$ cat config.mk
export PLATFORM = sky130hd
export DESIGN_NAME = sorted_point_priority_queue_core
export DESIGN_NICKNAME = d
export VERILOG_FILES = /design/src/rtl/spq_pkg.sv /design/src/rtl/spq_cell.sv /design/src/rtl/sorted_point_priority_queue_core.sv
export SDC_FILE = /design/constraint.sdc
export NUM_CORES = 2
export LEC_CHECK = 0
export ABC_AREA = 1
export BUFFER_PORTS_ARGS = -buffer_cell sky130_fd_sc_hd__clkbuf_2
export CAP_MARGIN = 20
export CORE_ASPECT_RATIO = 0.75
export CORE_MARGIN = 2
export CORE_UTILIZATION = 25
export DETAILED_ROUTE_END_ITERATION = 8
export GPL_TIMING_DRIVEN = 0
export PLACE_DENSITY = 0.48
export SYNTH_ARGS = -nofsm -noshare
export SYNTH_HDL_FRONTEND = slang
export SYNTH_HIERARCHICAL = 1
export SYNTH_SLANG_ARGS = --single-unit
export TNS_END_PERCENT = 5
$ cat constraint.sdc
create_clock -name clk -period 7 [get_ports clk]
set_input_delay 1.05 -clock clk [delete_from_list [all_inputs] [get_ports clk]]
set_output_delay 1.05 -clock clk [all_outputs]
set_load 0.03 [all_outputs]
$ cat src/rtl/spq_pkg.sv
package spq_pkg;

  localparam int CAPACITY   = 32;
  localparam int COORD_BITS = 16;
  localparam int CNT_W      = $clog2(CAPACITY + 1);
  localparam int STAT_W     = 2;
  localparam int COUNT_W    = 6;

  localparam logic [STAT_W-1:0] STAT_OK    = 2'd0;
  localparam logic [STAT_W-1:0] STAT_DUP   = 2'd1;
  localparam logic [STAT_W-1:0] STAT_FULL  = 2'd2;
  localparam logic [STAT_W-1:0] STAT_EMPTY = 2'd3;

  localparam logic OP_PUSH = 1'b0;
  localparam logic OP_POP  = 1'b1;

  typedef struct packed {
    logic signed [COORD_BITS-1:0] x;
    logic signed [COORD_BITS-1:0] y;
  } point_t;

  typedef struct packed {
    logic                         operation;
    logic signed [COORD_BITS-1:0] point_x;
    logic signed [COORD_BITS-1:0] point_y;
  } in_word_t;

  typedef struct packed {
    logic [STAT_W-1:0]            status;
    logic signed [COORD_BITS-1:0] popped_x;
    logic signed [COORD_BITS-1:0] popped_y;
    logic signed [COORD_BITS-1:0] top_x;
    logic signed [COORD_BITS-1:0] top_y;
    logic [COUNT_W-1:0]           stored_count;
    logic                         is_empty;
  } out_word_t;

  // control broadcast to every cell
  typedef struct packed {
    logic   cmp_en;
    logic   ins;
    logic   shift;
    point_t pnt;
  } cell_ctl_t;

endpackage

$ cat src/rtl/spq_cell.sv
module spq_cell (
  input  logic              clk,
  input  spq_pkg::cell_ctl_t ctl,
  input  logic              slot_valid,
  input  spq_pkg::point_t   left_pt,
  input  logic              left_ge,
  input  spq_pkg::point_t   right_pt,
  output spq_pkg::point_t   pt,
  output logic              ge,
  output logic              eq
);

  spq_pkg::point_t pt_r;
  logic            gt_r;
  logic            eq_r;
  logic            gt_nxt;

  // lexicographic compare: x first, then y
  always_comb begin
    gt_nxt = (pt_r.x > ctl.pnt.x) || ((pt_r.x == ctl.pnt.x) && (pt_r.y > ctl.pnt.y));
  end

  always_ff @(posedge clk) begin
    if (ctl.cmp_en) begin
      gt_r <= gt_nxt;
      eq_r <= (pt_r == ctl.pnt);
    end
    if (ctl.ins && ge) begin
      pt_r <= left_ge ? left_pt : ctl.pnt;
    end else if (ctl.shift) begin
      pt_r <= right_pt;
    end
  end

  // an empty slot counts as greater so the insert point lands at the tail
  assign ge = !slot_valid || gt_r;
  assign eq = slot_valid && eq_r;
  assign pt = pt_r;

endmodule

$ cat src/rtl/sorted_point_priority_queue_core.sv
// channel | ports                  | handshake
// --------+------------------------+------------------------------------
// input   | in_word, start, busy   | word taken when start && !busy
// result  | out_word, out_valid    | one-cycle strobe, no back-pressure
//
// a taken word steps through S_CMP, which compares it in every cell, S_UPD,
// which inserts/shifts across the cell row, and S_OUT, which strobes the
// result. busy is low again in S_OUT, so a new word can be taken there, but
// not while one is in S_CMP or S_UPD. the receiver cannot stall the queue.
// synchronous active-low reset empties the queue; slot contents need none.
module sorted_point_priority_queue_core (
  input  logic               clk,
  input  logic               rst_n,
  input  logic               start,
  output logic               busy,
  input  spq_pkg::in_word_t  in_word,
  output logic               out_valid,
  output spq_pkg::out_word_t out_word
);

  localparam logic [1:0] S_IDLE = 2'd0;
  localparam logic [1:0] S_CMP  = 2'd1;
  localparam logic [1:0] S_UPD  = 2'd2;
  localparam logic [1:0] S_OUT  = 2'd3;

  logic [1:0]                  state_r, state_nxt;
  logic [spq_pkg::CNT_W-1:0]   count_r, count_nxt;
  spq_pkg::in_word_t           cmd_r;
  logic [spq_pkg::STAT_W-1:0]  stat_r, stat_nxt;
  spq_pkg::point_t             pop_r, pop_nxt;

  spq_pkg::cell_ctl_t          ctl;
  spq_pkg::point_t             cell_pt [spq_pkg::CAPACITY];
  logic [spq_pkg::CAPACITY-1:0] ge_v, eq_v, valid_v;

  logic accept, is_full, is_emp, dup, upd;

  assign accept  = start && !busy;
  assign busy    = (state_r == S_CMP) || (state_r == S_UPD);
  assign is_full = (count_r == spq_pkg::CNT_W'(spq_pkg::CAPACITY));
  assign is_emp  = (count_r == '0);
  assign dup     = |eq_v;
  assign upd     = (state_r == S_UPD);

  always_comb begin
    ctl.cmp_en = (state_r == S_CMP);
    ctl.pnt.x  = cmd_r.point_x;
    ctl.pnt.y  = cmd_r.point_y;
    ctl.ins    = upd && (cmd_r.operation == spq_pkg::OP_PUSH) && !is_full && !dup;
    ctl.shift  = upd && (cmd_r.operation == spq_pkg::OP_POP) && !is_emp;
  end

  genvar gi;
  generate
    for (gi = 0; gi < spq_pkg::CAPACITY; gi++) begin : g_cell
      spq_pkg::point_t lp, rp;
      logic            lg;
      assign valid_v[gi] = (spq_pkg::CNT_W'(gi) < count_r);
      if (gi == 0) begin : g_first
        assign lp = cell_pt[gi];
        assign lg = 1'b0;
      end else begin : g_mid
        assign lp = cell_pt[gi-1];
        assign lg = ge_v[gi-1];
      end
      if (gi == spq_pkg::CAPACITY - 1) begin : g_last
        assign rp = cell_pt[gi];
      end else begin : g_inner
        assign rp = cell_pt[gi+1];
      end
      spq_cell u_cell (
        .clk        (clk),
        .ctl        (ctl),
        .slot_valid (valid_v[gi]),
        .left_pt    (lp),
        .left_ge    (lg),
        .right_pt   (rp),
        .pt         (cell_pt[gi]),
        .ge         (ge_v[gi]),
        .eq         (eq_v[gi])
      );
    end
  endgenerate

  always_comb begin
    state_nxt = state_r;
    count_nxt = count_r;
    stat_nxt  = stat_r;
    pop_nxt   = pop_r;
    case (state_r)
      S_IDLE: begin
        if (accept) begin
          state_nxt = S_CMP;
        end
      end
      S_CMP: begin
        state_nxt = S_UPD;
      end
      S_UPD: begin
        state_nxt = S_OUT;
        pop_nxt   = '0;
        if (cmd_r.operation == spq_pkg::OP_PUSH) begin
          if (is_full) begin
            stat_nxt = spq_pkg::STAT_FULL;
          end else if (dup) begin
            stat_nxt = spq_pkg::STAT_DUP;
          end else begin
            stat_nxt  = spq_pkg::STAT_OK;
            count_nxt = count_r + 1'b1;
          end
        end else begin
          if (is_emp) begin
            stat_nxt = spq_pkg::STAT_EMPTY;
          end else begin
            stat_nxt  = spq_pkg::STAT_OK;
            pop_nxt   = cell_pt[0];
            count_nxt = count_r - 1'b1;
          end
        end
      end
      S_OUT: begin
        state_nxt = accept ? S_CMP : S_IDLE;
      end
      default: begin
        state_nxt = S_IDLE;
      end
    endcase
  end

  always_ff @(posedge clk) begin
    if (!rst_n) begin
      state_r <= S_IDLE;
      count_r <= '0;
    end else begin
      state_r <= state_nxt;
      count_r <= count_nxt;
    end
  end

  always_ff @(posedge clk) begin
    if (accept) begin
      cmd_r <= in_word;
    end
    stat_r <= stat_nxt;
    pop_r  <= pop_nxt;
  end

  assign out_valid = (state_r == S_OUT);

  always_comb begin
    out_word.status       = stat_r;
    out_word.popped_x     = pop_r.x;
    out_word.popped_y     = pop_r.y;
    out_word.top_x        = is_emp ? '0 : cell_pt[0].x;
    out_word.top_y        = is_emp ? '0 : cell_pt[0].y;
    out_word.stored_count = spq_pkg::COUNT_W'(count_r);
    out_word.is_empty     = is_emp;
  end

endmodule
==> flow_summary.json <==
{
  "via_count": 81300,
  "synth_common_cells": "nand2_1 (5454), inv_1 (1814), o21ai_0 (1215)",
  "slowest_stage": "nor3_2",
  "hp-class": "primary input to flip-flop",
  "start_util_pct": 25.1,
  "synth_seq_area_share_pct": 38.3,
  "ys_types": 39,
  "synth_edf_count": 1155,
  "path_delay_family": "simple AND/OR/NAND/NOR gates",
  "place_area_um2": 100000,
  "setup_viol": 0,
  "dr_wl_met3_um": 22900,
  "wl_met1_um": 173000,
  "yosysWarnings": 6,
  "clockBufferDepth": 4,
  "portBuffers": 110,
  "synthTopCellsByArea": "edfxtp_1 (38%), nand2_1 (23%), ha_1 (14%)",
  "die_w_um": 700,
  "postRouteAntennaNets": 1,
  "period_needed_ps": 6800,
  "status": "finished, violations left",
  "path_class": "flip-flop to flip-flop",
  "clk_pin_slew_ps": 60,
  "ys_seq_elements": 1163,
  "drive_gt1_share_pct": 8.09,
  "grt_pass1_wl_um": 493000,
  "grt_pass1_vias": 76600,
  "leakagePower_nw": 54.3,
  "worst_pin_slew_ps": 1130,
  "dp_hpwl_um": 274000,
  "cts_max_level": 4,
  "max-vdd-ir-drop_uv": 228,
  "synth_async_sr_flop_share_pct": 0,
  "die_h_um": 526,
  "final_util_pct": 29.0,
  "overflow": 0,
  "avgSynthCellArea_um2": 7.30,
  "synth.most_common_cell": "nand2_1",
  "final_nets": 13900,
  "ctsResizeCount": 0,
  "synth_ff_type": "edfxtp_1",
  "post_cts_buffers": 0,
  "root_buffer": "clkbuf_16",
  "synth_top_area_share_pct": 38.1,
  "grt_max_degree": 41,
  "syn-instance-count": 12500,
  "tns_ps": 0,
  "rsz0062_at_grt": "false",
  "cp.buffers_inverters": 7,
  "drt-initial-drc-count": 7454,
  "path_cells": "inv_1 -> ha_1 -> inv_1 -> o21ai_0 -> inv_1 -> nand2_1 -> inv_1 -> nor2_1 -> nand2_1 -> nor2_1 -> nand2_1 -> nor3_2 -> buf_6 -> buf_6 -> nand2_1 -> inv_1 -> or2_2",
  "grt_use_total_pct": 17.5,
  "wl_met2_um": 132000,
  "routed_wl_um": 334000,
  "syn-cell-area_um2": 90900,
  "p_per_area_nw_per_um2": 471,
  "wl_per_cell_um": 18.8,
  "worstSetupStartpointType": "flip-flop",
  "antenna_found_initial": 7,
  "end_kind": "flip-flop",
  "max_stage_delay_ps": 870,
  "min_period_over_period_pct": 97.1,
  "design.die.area_um2": 369000,
  "path_common_cell": "inv_1",
  "syn_nets": 13500,
  "maxCapViolCount": 0,
  "n_fill_cell": 39500,
  "cts.hold.buffers_added": 0,
  "top_layer_used": "met5",
  "cp_max_fo": 32,
  "max_freq_mhz": 147,
  "avgViaCountPerCell": 4.57,
  "cts_buffers": 153,
  "yosysTopAreaCell": "edfxtp_1",
  "slew_headroom_pct": 23.8,
  "arrival_ps": 7270,
  "row_count": 191,
  "fin_area_um2": 105000,
  "area_growth_pct": 15.5,
  "clock_latency_ps": 850,
  "final_hold_viol_count": 0,
  "clock_skew_ps": 55.9,
  "cts_sinks": 1163,
  "drc": 0,
  "gp_congestion": 0.876,
  "cp_data_required_time_ps": 7470,
  "core_area_um2": 362000,
  "drt_first_pass_iters": 6,
  "violations": "antenna rules",
  "ios": 111,
  "cts_tree": "yes",
  "slew_violations": 0
}
## sequential cells by signal (all words and copies together) (netlist names)
register	cells
g_cell.u_cell/eq_r	32
cmd_r	33
state_r	2
g_cell.u_cell/gt_r	32
count_r	6
out_word	32
stat_r	2
g_cell.u_cell/pt	1024
## where the power goes
group,internal [W],total (W),switching [W]
clock network,0.00440,0.00771,0.00331
logic,0.00858,0.0257,0.0171
registers,0.0124,0.0160,0.00356
## metal layers
layer | vias to the layer above | track usage [%]
met3 | 301 | 2.59
li1 | 40400 | -
met5 | - | 0
met1 | 38300 | 27.7
met2 | 2235 | 24.9
met4 | 2 | 2.91
## area by class of cell
cell class | instances | area [um^2] | share of cell area (%)
buffer | 430 | 2100 | 2.00
antenna | 9 | 22.5 | 0.0214
clock buffer | 191 | 4040 | 3.85
sequential | 1163 | 34800 | 33.2
timing repair buffer | 230 | 3400 | 3.24
multi-input combinational | 9040 | 47100 | 44.9
clock inverter | 68 | 554 | 0.528
tap | 4825 | 6040 | 5.75
inverter | 1825 | 6850 | 6.53
## worst reg2reg max path, cell delays in order (launching register included)
cell	delay, ps
dfxtp_1	570
inv_1	290
ha_1	490
inv_1	350
o21ai_0	600
inv_1	150
nand2_1	100
inv_1	40
nor2_1	70
nand2_1	90
nor2_1	730
nand2_1	280
nor3_2	880
buf_6	270
buf_6	180
nand2_1	280
inv_1	330
or2_2	730
## metrics by stage
| stage | setup WS (ps) | total power, W | hold slack (ps) | std cells |
|---|---|---|---|---|
| floorplan | 2280 | 0.0311 | 494 | 12500 |
| CTS | 188 | 0.0494 | 314 | 17800 |
| detailed placement | 229 | 0.0414 | 564 | 17500 |
| finish | 200 | 0.0494 | 385 | 17800 |
| global placement | -8380 | 0.0405 | 525 | 17400 |
| global route | 74.1 | 0.0537 | 343 | 17800 |
## worst paths after layout
path	from	endpoint	slack [ps]	cells past startpoint
setup / recovery	count_r[1]$_SDFFE_PN0P_	g_cell[4].u_cell/pt[11]$_DFFE_PP_	200	17
hold / removal	in_word[26]	cmd_r[26]$_DFFE_PP_	390	1
setup reg to reg	count_r[1]$_SDFFE_PN0P_	g_cell[4].u_cell/pt[11]$_DFFE_PP_	200	17
hold reg to reg	g_cell[21].u_cell/pt[7]$_DFFE_PP_	g_cell[20].u_cell/pt[7]$_DFFE_PP_	570	2
## layout by cell type, fill, tap and decap left out, drive strengths merged
master	instances
a21boi	1
a21o	89
a21oi	286
a31oi	3
and2	32
buf	454
bufinv	9
clkbuf	397
clkinv	54
clkinvlp	1
conb	1
dfxtp	8
diode	9
edfxtp	1155
ha	1034
inv	1829
mux2i	1
nand2	5489
nand3	218
nand4	65
nor2	491
nor3	49
o21ai	1215
o21bai	32
or2	32
xnor2	1
xor2	1
## kinds of logic after synthesis
kind of cell | share of synthesized area, %
AND/OR/NAND/NOR | 28.2
flip-flops | 38.3
buffers and inverters | 9.85
multiplexers | 0.0110
adder cells (fa/ha/maj) | 14.2
other | 0.00412
XOR/XNOR | 0.0193
AO/OA/AOI/OAI | 9.39
(Power assumes the default switching activity.)
